`config.mk`:
```
export PLATFORM = sky130hd
export DESIGN_NAME = dc_motor_friction_model_step_top
export DESIGN_NICKNAME = d
export VERILOG_FILES = /design/src/rtl/dcm_pkg.sv /design/src/rtl/dcm_csr.sv /design/src/rtl/dcm_ctrl.sv /design/src/rtl/dcm_dp.sv /design/src/rtl/dc_motor_friction_model_step_top.sv
export SDC_FILE = /design/constraint.sdc
export NUM_CORES = 2
export LEC_CHECK = 0
export BUFFER_PORTS_ARGS = -buffer_cell sky130_fd_sc_hd__buf_4
export CAP_MARGIN = 20
export CELL_PAD_IN_SITES_DETAIL_PLACEMENT = 0
export CELL_PAD_IN_SITES_GLOBAL_PLACEMENT = 1
export CORE_UTILIZATION = 30
export CTS_CLUSTER_SIZE = 20
export DETAILED_ROUTE_END_ITERATION = 12
export PLACE_DENSITY_LB_ADDON = 0.1
export SLEW_MARGIN = 30
export SYNTH_ARGS = -nofsm -noshare
export SYNTH_HDL_FRONTEND = slang
export SYNTH_SLANG_ARGS = --single-unit
```
`constraint.sdc`:
```
create_clock -name clock -period 13.69 [get_ports clock]
set_clock_uncertainty 0.05 [all_clocks]
set_input_delay 2.0535 -clock clock [delete_from_list [all_inputs] [get_ports clock]]
set_output_delay 2.0535 -clock clock [all_outputs]
set_load 0.1 [all_outputs]
```
`src/rtl/dcm_pkg.sv`:
```
package dcm_pkg;

   localparam int VALUE_WIDTH = 32;
   localparam int FRAC_BITS = 16;
   localparam int DT_BITS = 16;
   localparam int COEF_WIDTH = 31;
   localparam int WIDE_WIDTH = 64;
   localparam int CSR_INDEX_WIDTH = 3;
   localparam int CSR_DATA_WIDTH = 32;

   typedef logic signed [VALUE_WIDTH-1:0] value_type;
   typedef logic signed [VALUE_WIDTH:0] operand_type;
   typedef logic signed [WIDE_WIDTH-1:0] wide_type;
   typedef logic [COEF_WIDTH-1:0] coef_type;
   typedef logic [DT_BITS-1:0] dt_type;

   localparam wide_type VALUE_MAX_WIDE = (64'sd1 <<< (VALUE_WIDTH - 1)) - 64'sd1;
   localparam wide_type VALUE_MIN_WIDE = -VALUE_MAX_WIDE - 64'sd1;
   localparam value_type VALUE_MAX = VALUE_MAX_WIDE[VALUE_WIDTH-1:0];
   localparam value_type VALUE_MIN = VALUE_MIN_WIDE[VALUE_WIDTH-1:0];

   // Register indexes on the configuration port.
   localparam logic [CSR_INDEX_WIDTH-1:0] CSR_TORQUE_LIMIT = 3'd0;
   localparam logic [CSR_INDEX_WIDTH-1:0] CSR_FRICTION_BAND = 3'd1;
   localparam logic [CSR_INDEX_WIDTH-1:0] CSR_FRICTION_STIFFNESS = 3'd2;
   localparam logic [CSR_INDEX_WIDTH-1:0] CSR_DAMPING = 3'd3;
   localparam logic [CSR_INDEX_WIDTH-1:0] CSR_INVERSE_INERTIA = 3'd4;
   localparam logic [CSR_INDEX_WIDTH-1:0] CSR_POSITION_MIN = 3'd5;
   localparam logic [CSR_INDEX_WIDTH-1:0] CSR_POSITION_MAX = 3'd6;

   localparam int STIFFNESS_DEFAULT = 1000;
   localparam coef_type TORQUE_LIMIT_RESET = coef_type'(1) << FRAC_BITS;
   localparam coef_type FRICTION_BAND_RESET = '0;
   localparam coef_type FRICTION_STIFFNESS_RESET =
      coef_type'(STIFFNESS_DEFAULT) << FRAC_BITS;
   localparam coef_type DAMPING_RESET = '0;
   localparam coef_type INVERSE_INERTIA_RESET = coef_type'(1) << FRAC_BITS;

   typedef struct packed {
      coef_type  torque_limit;
      coef_type  friction_band;
      coef_type  friction_stiffness;
      coef_type  damping;
      coef_type  inverse_inertia;
      value_type position_min;
      value_type position_max;
   } cfg_type;

   typedef enum logic [3:0] {
      ST_IDLE,
      ST_GAP,
      ST_MUL_FRIC,
      ST_MUL_DAMP,
      ST_SUM,
      ST_MUL_ACC,
      ST_MUL_DV,
      ST_VEL,
      ST_MUL_DP,
      ST_POS
   } state_type;

   typedef enum logic [2:0] {
      MUL_SEL_FRIC,
      MUL_SEL_DAMP,
      MUL_SEL_ACC,
      MUL_SEL_DV,
      MUL_SEL_DP
   } mul_sel_type;

   typedef struct packed {
      logic        load;
      logic        gap_en;
      logic        mul_en;
      mul_sel_type mul_sel;
      logic        fric_en;
      logic        sum_en;
      logic        vel_en;
      logic        pos_en;
   } cmd_type;

   function automatic value_type sat_value(input wide_type v);
      value_type r;
      if (v > VALUE_MAX_WIDE) begin
         r = VALUE_MAX;
      end else if (v < VALUE_MIN_WIDE) begin
         r = VALUE_MIN;
      end else begin
         r = v[VALUE_WIDTH-1:0];
      end
      return r;
   endfunction

endpackage

```
`src/rtl/dcm_csr.sv`:
```
module dcm_csr (
   input  logic                                  clock,
   input  logic                                  reset,
   input  logic                                  csr_write_en,
   input  logic [dcm_pkg::CSR_INDEX_WIDTH-1:0]   csr_index,
   input  logic [dcm_pkg::CSR_DATA_WIDTH-1:0]    csr_write_data,
   output dcm_pkg::cfg_type                      cfg
);

   dcm_pkg::cfg_type cfg_ff;
   dcm_pkg::cfg_type cfg_in;
   dcm_pkg::coef_type coef_data;

   assign coef_data = csr_write_data[dcm_pkg::COEF_WIDTH-1:0];

   always_comb begin
      cfg_in = cfg_ff;
      if (csr_write_en) begin
         case (csr_index)
            dcm_pkg::CSR_TORQUE_LIMIT:       cfg_in.torque_limit = coef_data;
            dcm_pkg::CSR_FRICTION_BAND:      cfg_in.friction_band = coef_data;
            dcm_pkg::CSR_FRICTION_STIFFNESS: cfg_in.friction_stiffness = coef_data;
            dcm_pkg::CSR_DAMPING:            cfg_in.damping = coef_data;
            dcm_pkg::CSR_INVERSE_INERTIA:    cfg_in.inverse_inertia = coef_data;
            dcm_pkg::CSR_POSITION_MIN: begin
               cfg_in.position_min = csr_write_data[dcm_pkg::VALUE_WIDTH-1:0];
            end
            dcm_pkg::CSR_POSITION_MAX: begin
               cfg_in.position_max = csr_write_data[dcm_pkg::VALUE_WIDTH-1:0];
            end
            default: cfg_in = cfg_ff;
         endcase
      end
   end

   always_ff @(posedge clock) begin
      if (reset) begin
         cfg_ff.torque_limit       <= dcm_pkg::TORQUE_LIMIT_RESET;
         cfg_ff.friction_band      <= dcm_pkg::FRICTION_BAND_RESET;
         cfg_ff.friction_stiffness <= dcm_pkg::FRICTION_STIFFNESS_RESET;
         cfg_ff.damping            <= dcm_pkg::DAMPING_RESET;
         cfg_ff.inverse_inertia    <= dcm_pkg::INVERSE_INERTIA_RESET;
         cfg_ff.position_min       <= dcm_pkg::VALUE_MIN;
         cfg_ff.position_max       <= dcm_pkg::VALUE_MAX;
      end else begin
         cfg_ff <= cfg_in;
      end
   end

   assign cfg = cfg_ff;

endmodule

```
`src/rtl/dcm_ctrl.sv`:
```
module dcm_ctrl (
   input  logic             clock,
   input  logic             reset,
   input  logic             req_valid,
   output logic             req_ready,
   output logic             rsp_valid,
   input  logic             rsp_ready,
   output dcm_pkg::cmd_type cmd
);

   dcm_pkg::state_type state_ff;
   dcm_pkg::state_type state_in;
   logic rsp_valid_ff;
   logic rsp_valid_in;
   logic slot_free;

   // The result register may be refilled in the same cycle its transfer completes.
   assign slot_free = !rsp_valid_ff || rsp_ready;

   always_comb begin
      state_in = state_ff;
      case (state_ff)
         dcm_pkg::ST_IDLE:     if (req_valid) state_in = dcm_pkg::ST_GAP;
         dcm_pkg::ST_GAP:      state_in = dcm_pkg::ST_MUL_FRIC;
         dcm_pkg::ST_MUL_FRIC: state_in = dcm_pkg::ST_MUL_DAMP;
         dcm_pkg::ST_MUL_DAMP: state_in = dcm_pkg::ST_SUM;
         dcm_pkg::ST_SUM:      state_in = dcm_pkg::ST_MUL_ACC;
         dcm_pkg::ST_MUL_ACC:  state_in = dcm_pkg::ST_MUL_DV;
         dcm_pkg::ST_MUL_DV:   state_in = dcm_pkg::ST_VEL;
         dcm_pkg::ST_VEL:      state_in = dcm_pkg::ST_MUL_DP;
         dcm_pkg::ST_MUL_DP:   state_in = dcm_pkg::ST_POS;
         dcm_pkg::ST_POS:      if (slot_free) state_in = dcm_pkg::ST_IDLE;
         default:              state_in = dcm_pkg::ST_IDLE;
      endcase
   end

   always_comb begin
      cmd = '0;
      cmd.mul_sel = dcm_pkg::MUL_SEL_FRIC;
      case (state_ff)
         dcm_pkg::ST_IDLE: cmd.load = req_valid;
         dcm_pkg::ST_GAP:  cmd.gap_en = 1'b1;
         dcm_pkg::ST_MUL_FRIC: begin
            cmd.mul_en = 1'b1;
            cmd.mul_sel = dcm_pkg::MUL_SEL_FRIC;
         end
         dcm_pkg::ST_MUL_DAMP: begin
            cmd.mul_en = 1'b1;
            cmd.mul_sel = dcm_pkg::MUL_SEL_DAMP;
            cmd.fric_en = 1'b1;
         end
         dcm_pkg::ST_SUM: cmd.sum_en = 1'b1;
         dcm_pkg::ST_MUL_ACC: begin
            cmd.mul_en = 1'b1;
            cmd.mul_sel = dcm_pkg::MUL_SEL_ACC;
         end
         dcm_pkg::ST_MUL_DV: begin
            cmd.mul_en = 1'b1;
            cmd.mul_sel = dcm_pkg::MUL_SEL_DV;
         end
         dcm_pkg::ST_VEL: cmd.vel_en = 1'b1;
         dcm_pkg::ST_MUL_DP: begin
            cmd.mul_en = 1'b1;
            cmd.mul_sel = dcm_pkg::MUL_SEL_DP;
         end
         dcm_pkg::ST_POS: cmd.pos_en = slot_free;
         default: cmd = '0;
      endcase
   end

   assign rsp_valid_in = cmd.pos_en || (rsp_valid_ff && !rsp_ready);

   always_ff @(posedge clock) begin
      if (reset) begin
         state_ff <= dcm_pkg::ST_IDLE;
         rsp_valid_ff <= 1'b0;
      end else begin
         state_ff <= state_in;
         rsp_valid_ff <= rsp_valid_in;
      end
   end

   assign req_ready = (state_ff == dcm_pkg::ST_IDLE);
   assign rsp_valid = rsp_valid_ff;

`ifndef SYNTHESIS
   a_accept_starts_work: assert property (@(posedge clock) disable iff (reset)
      (req_valid && req_ready) |=> (state_ff == dcm_pkg::ST_GAP))
      else $error("accepted item did not start the gap step");

   a_single_step: assert property (@(posedge clock) disable iff (reset)
      $onehot0({cmd.load, cmd.gap_en, cmd.sum_en, cmd.vel_en, cmd.pos_en}))
      else $error("more than one datapath step enabled");

   a_result_posted: assert property (@(posedge clock) disable iff (reset)
      cmd.pos_en |=> (rsp_valid_ff && state_ff == dcm_pkg::ST_IDLE))
      else $error("finished item did not reach the result register");

   a_hold_on_full_slot: assert property (@(posedge clock) disable iff (reset)
      (state_ff == dcm_pkg::ST_POS && rsp_valid_ff && !rsp_ready)
      |=> (state_ff == dcm_pkg::ST_POS))
      else $error("result overwritten while the previous one was pending");
`endif

endmodule

```
`src/rtl/dcm_dp.sv`:
```
module dcm_dp (
   input  logic                      clock,
   input  logic                      reset,
   input  dcm_pkg::cfg_type          cfg,
   input  dcm_pkg::cmd_type          cmd,
   input  dcm_pkg::value_type        req_motor_torque_cmd,
   input  dcm_pkg::value_type        req_load_torque,
   input  dcm_pkg::dt_type           req_time_step,
   output dcm_pkg::value_type        rsp_motor_position,
   output dcm_pkg::value_type        rsp_motor_velocity,
   output dcm_pkg::value_type        rsp_net_effort,
   output logic                      rsp_at_limit,
   output logic                      rsp_torque_clamped
);

   // Model state.
   dcm_pkg::value_type position_ff;
   dcm_pkg::value_type velocity_ff;
   dcm_pkg::value_type anchor_ff;
   dcm_pkg::value_type anchor_in;

   // Per-item working registers.
   dcm_pkg::value_type cmd_ff;
   dcm_pkg::value_type cmd_in;
   logic               clamped_ff;
   logic               clamped_in;
   dcm_pkg::value_type load_ff;
   dcm_pkg::dt_type    dt_ff;
   dcm_pkg::value_type gap_ff;
   dcm_pkg::value_type fric_ff;
   dcm_pkg::value_type effort_ff;
   dcm_pkg::wide_type  prod_ff;

   dcm_pkg::wide_type    prod_frac;
   dcm_pkg::wide_type    prod_dt;
   dcm_pkg::operand_type mul_a;
   dcm_pkg::value_type   mul_b;
   dcm_pkg::wide_type    product;

   dcm_pkg::wide_type cmd_wide;
   dcm_pkg::wide_type limit_wide;
   dcm_pkg::wide_type band_wide;
   dcm_pkg::wide_type pos_wide;
   dcm_pkg::wide_type gap_raw;
   dcm_pkg::wide_type newpos;
   dcm_pkg::value_type pos_final;
   logic at_min;
   logic at_max;

   assign prod_frac = prod_ff >>> dcm_pkg::FRAC_BITS;
   assign prod_dt = prod_ff >>> dcm_pkg::DT_BITS;

   // Torque clamp and anchor update for a newly accepted item.
   always_comb begin
      cmd_wide = dcm_pkg::wide_type'(req_motor_torque_cmd);
      limit_wide = dcm_pkg::wide_type'(cfg.torque_limit);
      cmd_in = req_motor_torque_cmd;
      clamped_in = 1'b0;
      if (cmd_wide > limit_wide) begin
         cmd_in = limit_wide[dcm_pkg::VALUE_WIDTH-1:0];
         clamped_in = 1'b1;
      end else if (cmd_wide < -limit_wide) begin
         cmd_in = dcm_pkg::sat_value(-limit_wide);
         clamped_in = 1'b1;
      end

      band_wide = dcm_pkg::wide_type'(cfg.friction_band);
      pos_wide = dcm_pkg::wide_type'(position_ff);
      gap_raw = pos_wide - dcm_pkg::wide_type'(anchor_ff);
      anchor_in = anchor_ff;
      if (gap_raw < -band_wide) begin
         anchor_in = dcm_pkg::sat_value(pos_wide + band_wide);
      end else if (gap_raw > band_wide) begin
         anchor_in = dcm_pkg::sat_value(pos_wide - band_wide);
      end
   end

   // Shared multiplier: one unsigned coefficient or time step times one signed value.
   always_comb begin
      case (cmd.mul_sel)
         dcm_pkg::MUL_SEL_FRIC: begin
            mul_a = dcm_pkg::operand_type'(cfg.friction_stiffness);
            mul_b = gap_ff;
         end
         dcm_pkg::MUL_SEL_DAMP: begin
            mul_a = dcm_pkg::operand_type'(cfg.damping);
            mul_b = velocity_ff;
         end
         dcm_pkg::MUL_SEL_ACC: begin
            mul_a = dcm_pkg::operand_type'(cfg.inverse_inertia);
            mul_b = effort_ff;
         end
         dcm_pkg::MUL_SEL_DV: begin
            // The acceleration is saturated straight out of the product register.
            mul_a = dcm_pkg::operand_type'(dt_ff);
            mul_b = dcm_pkg::sat_value(prod_frac);
         end
         dcm_pkg::MUL_SEL_DP: begin
            mul_a = dcm_pkg::operand_type'(dt_ff);
            mul_b = velocity_ff;
         end
         default: begin
            mul_a = '0;
            mul_b = '0;
         end
      endcase
      product = dcm_pkg::wide_type'(mul_a) * dcm_pkg::wide_type'(mul_b);
   end

   // Position update with limit check on the unsaturated sum; the lower limit wins.
   always_comb begin
      newpos = dcm_pkg::wide_type'(position_ff) + prod_dt;
      at_min = newpos < dcm_pkg::wide_type'(cfg.position_min);
      at_max = newpos > dcm_pkg::wide_type'(cfg.position_max);
      if (at_min) begin
         pos_final = cfg.position_min;
      end else if (at_max) begin
         pos_final = cfg.position_max;
      end else begin
         pos_final = dcm_pkg::sat_value(newpos);
      end
   end

   always_ff @(posedge clock) begin
      if (reset) begin
         position_ff <= '0;
         velocity_ff <= '0;
         anchor_ff <= '0;
      end else begin
         if (cmd.load) begin
            anchor_ff <= anchor_in;
         end
         if (cmd.vel_en) begin
            velocity_ff <= dcm_pkg::sat_value(dcm_pkg::wide_type'(velocity_ff) + prod_dt);
         end else if (cmd.pos_en && (at_min || at_max)) begin
            velocity_ff <= '0;
         end
         if (cmd.pos_en) begin
            position_ff <= pos_final;
         end
      end
   end

   always_ff @(posedge clock) begin
      if (cmd.load) begin
         cmd_ff <= cmd_in;
         clamped_ff <= clamped_in;
         load_ff <= req_load_torque;
         dt_ff <= req_time_step;
      end
      if (cmd.gap_en) begin
         gap_ff <= dcm_pkg::sat_value(dcm_pkg::wide_type'(position_ff)
                                      - dcm_pkg::wide_type'(anchor_ff));
      end
      if (cmd.mul_en) begin
         prod_ff <= product;
      end
      if (cmd.fric_en) begin
         fric_ff <= dcm_pkg::sat_value(prod_frac);
      end
      if (cmd.sum_en) begin
         effort_ff <= dcm_pkg::sat_value(dcm_pkg::wide_type'(cmd_ff)
                                         + dcm_pkg::wide_type'(load_ff)
                                         + dcm_pkg::wide_type'(fric_ff)
                                         - prod_frac);
      end
      if (cmd.pos_en) begin
         rsp_motor_position <= pos_final;
         rsp_motor_velocity <= (at_min || at_max) ? '0 : velocity_ff;
         rsp_net_effort <= (at_min || at_max) ? '0 : effort_ff;
         rsp_at_limit <= at_min || at_max;
         rsp_torque_clamped <= clamped_ff;
      end
   end

endmodule

```
`src/rtl/dc_motor_friction_model_step_top.sv`:
```
// DC motor tick model: every accepted request advances a rotor with inertia, viscous
// damping and anchor friction by one forward-Euler step of length req_time_step (Q0.16
// seconds) and returns one response with the new position and velocity, the net torque
// and two flags. Torques, positions and velocities are signed Q16.16 and saturate;
// coefficients are unsigned Q15.16. Each request passes the anchor and gap steps, the
// five products formed one per cycle on one shared 33x32-bit multiplier, and the sum,
// velocity and position steps that take their scaled results. A new request is taken
// in the cycle after the previous response is loaded, while that response may still
// wait in the output register. Coefficients and limits are written through the csr_
// port; the user must write them only while no request is in flight, which the block
// itself does not enforce. They are cleared to their defaults by reset, as are
// position, velocity and the friction anchor.
module dc_motor_friction_model_step_top (
   input  logic                                  clock,
   input  logic                                  reset,
   input  logic                                  req_valid,
   output logic                                  req_ready,
   input  logic signed [dcm_pkg::VALUE_WIDTH-1:0] req_motor_torque_cmd,
   input  logic signed [dcm_pkg::VALUE_WIDTH-1:0] req_load_torque,
   input  logic [dcm_pkg::DT_BITS-1:0]            req_time_step,
   output logic                                  rsp_valid,
   input  logic                                  rsp_ready,
   output logic signed [dcm_pkg::VALUE_WIDTH-1:0] rsp_motor_position,
   output logic signed [dcm_pkg::VALUE_WIDTH-1:0] rsp_motor_velocity,
   output logic signed [dcm_pkg::VALUE_WIDTH-1:0] rsp_net_effort,
   output logic                                  rsp_at_limit,
   output logic                                  rsp_torque_clamped,
   input  logic                                  csr_write_en,
   input  logic [dcm_pkg::CSR_INDEX_WIDTH-1:0]   csr_index,
   input  logic [dcm_pkg::CSR_DATA_WIDTH-1:0]    csr_write_data
);

   dcm_pkg::cfg_type cfg;
   dcm_pkg::cmd_type cmd;

   dcm_csr u_csr (
      .clock          (clock),
      .reset          (reset),
      .csr_write_en   (csr_write_en),
      .csr_index      (csr_index),
      .csr_write_data (csr_write_data),
      .cfg            (cfg)
   );

   dcm_ctrl u_ctrl (
      .clock     (clock),
      .reset     (reset),
      .req_valid (req_valid),
      .req_ready (req_ready),
      .rsp_valid (rsp_valid),
      .rsp_ready (rsp_ready),
      .cmd       (cmd)
   );

   dcm_dp u_dp (
      .clock                (clock),
      .reset                (reset),
      .cfg                  (cfg),
      .cmd                  (cmd),
      .req_motor_torque_cmd (req_motor_torque_cmd),
      .req_load_torque      (req_load_torque),
      .req_time_step        (req_time_step),
      .rsp_motor_position   (rsp_motor_position),
      .rsp_motor_velocity   (rsp_motor_velocity),
      .rsp_net_effort       (rsp_net_effort),
      .rsp_at_limit         (rsp_at_limit),
      .rsp_torque_clamped   (rsp_torque_clamped)
   );

endmodule

```
==> flow_summary.toml <==
[outcome]
outcome = "finished, violations left"
failed_checks = "DRC"

[critical_path]
cp_slowest_stage_delay_ns = 0.86
worst-endpoint-arrival_ns = 12.32
critPathMaxFanout = 21
crit_type = "flip-flop to flip-flop"
worstPathRequired_ns = 14.07
crit_path_end_kind = "flip-flop"
critical_path.slowest_cell = "and2_1"
cp_common_cell = "fa_1"
worst_setup_path_start_kind = "flip-flop"

[placement]
gp_congestion = 0.931
dp_hpwl_um = 296000
io_buffers = 219

[routing]
drt_wl_total_um = 363000
drcViolationCount = 34
drt_iter0_drc = 5515
drtPass1Iterations = 10
wl_per_cell_um = 28.0
ant_nets = 0
via_per_inst = 5.27
num_vias = 68172

[logic_synthesis]
ys.flop_type = "edfxtp_1"
synth_seq_cells = 643
yosys-top-cells-area = "fa_1 (23%), ha_1 (13%), edfxtp_1 (12%), dfxtp_1 (8.0%), inv_1 (6.2%)"
yosys-top-cells-count = "inv_1 (1313), nand2_1 (1187), fa_1 (905)"
async_reset_ff_frac = 0
synth_cells = 9272
syn_area_um2 = 80100
synth_largest_area_cell = "fa_1"
yosysSeqAreaShare = 0.201
synth.avg_cell_area_um2 = 8.63
synth-edff-count = 323
ys.warnings.count = 0
ys_types = 108
yosysMostFrequentCell = "inv_1"
synth_top_cell_area_share = 0.226
syn_nets = 11144

[sta]
slew_headroom = 0.222
rsz0062_at_grt = "no"
timing_hold_violations_final = 0
setup_tns_ns = 0
slew_violations = 0
fmax_ghz = 0.0838
tightestPinTransition_ns = 1.16
setup_viol = 0
period_needed_ns = 11.94
min_period_over_period = 0.872

[global_route]
grt_max_degree = 93
grt_pass1_vias = 68249
grt_util_met1 = 0.385
grt_first_pass_wirelength_um = 514000
grtUsageTotal = 0.265
grt_use_met3 = 0.0324
busiest_layer = "met2"
antenna_found_initial = 23
globalRoute.totalOverflow = 0
grtUsageMet2 = 0.418

[die]
core_area_um2 = 265000
io_pins = 220
dieArea_um2 = 269000
die_h_um = 519
start_util = 0.302
dieWidth_um = 519
std_cell_rows = 189

[clock_tree]
ctsResizeCount = 0
holdBufCountCts = 0
path_clk_slew_ns = 0.06
insertion_delay_ns = 0.78
cts_buffer_depth = 3
clock-sinks = 643
htreeDepth = 3
cts_tree = "built"
cts-root-buf = "clkbuf_16"
cts_buffers = 87
post_cts_buffers = 0

[finish]
drive_gt1_frac = 0.0829
nets = 11195
areaGrowthSynthToFinish_pct = 11.6
largest_register_ffs = 219
fill_cells = 27856
regArea_um2 = 16100
multi_input_area_um2 = 57900

[flow_run]
maxCapViolCount = 0

[hold_path]
holdCritPathClass = "flip-flop to flip-flop"
==> cell usage in the layout (no fill, tap or decap), drive strengths merged, types with 229 or more instances in the layout <==
| cell type | n |
|---|---|
| a21o | 290 |
| a21oi | 600 |
| buf | 415 |
| dfxtp | 320 |
| edfxtp | 323 |
| fa | 905 |
| ha | 847 |
| inv | 1322 |
| nand2 | 1187 |
| nor2 | 880 |
| o21ai | 339 |
| xnor2 | 229 |
==> layout make-up <==
type / instances / share of cell area
sequential: 643 / 0.180
tap: 3533 / 0.0495
clock inverter: 50 / 0.00564
timing repair buffer: 415 / 0.0355
multi-input combinational: 6861 / 0.647
clock buffer: 114 / 0.0263
inverter: 1315 / 0.0553
antenna: 6 / 0.000168
==> routing by layer <==
| metal | part of all wire | up-vias | wire length (µm) |
|---|---|---|---|
| met3 | 0.053 | 308 | 19300 |
| met1 | 0.48 | 34958 | 174000 |
| met5 | 0.00014 | - | 52 |
| met4 | 0.023 | 8 | 8390 |
| li1 | - | 30929 | - |
| met2 | 0.44 | 1969 | 161000 |
==> critical path: cells and delay by family (launching register included) <==
family,cells,cell delay [ns]
AO/OA/AOI/OAI,11,3.03
XOR/XNOR,1,0.36
adder cells (fa/ha/maj),9,4.31
buffers and inverters,8,0.86
flip-flops,1,0.85
AND/OR/NAND/NOR,6,2.00
==> stage by stage <==
step           utilization  hold WS [ns]  std cells  worst slack, ns  instance area [µm²]
3_5_place_dp         0.326         0.379      12765             1.86                86500
6_report             0.337         0.354      12937             1.75                89400
5_1_grt              0.337         0.368      12931             1.38                89400
3_3_place_gp         0.326         0.365      12763             1.84                86400
4_1_cts              0.337         0.353      12929             1.81                89300
2_1_floorplan            -         0.350       9272             3.62                80100
==> path summary, 6_finish.rpt <==
kind | to | slack (ns) | from | depth (start not counted)
hold reg to reg | u_dp.rsp_torque_clamped | 0.35 | u_dp.clamped_ff | 0
setup / recovery | u_dp.prod_ff[48] | 1.75 | u_ctrl.state_ff[1] | 35
hold / removal | u_dp.rsp_torque_clamped | 0.35 | u_dp.clamped_ff | 0
setup reg to reg | u_dp.prod_ff[48] | 1.75 | u_ctrl.state_ff[1] | 35
==> cells by family after synthesis <==
| kind of cell | Yosys count | synth area share |
|---|---|---|
| XOR/XNOR | 314 | 0.0344 |
| AO/OA/AOI/OAI | 1824 | 0.153 |
| flip-flops | 643 | 0.201 |
| AND/OR/NAND/NOR | 2947 | 0.166 |
| adder cells (fa/ha/maj) | 1764 | 0.360 |
| multiplexers | 12 | 0.00152 |
| buffers and inverters | 1768 | 0.0836 |
Power is not shown: default switching activity piles up to over one toggle a cycle in this logic, so the estimate is an artifact.
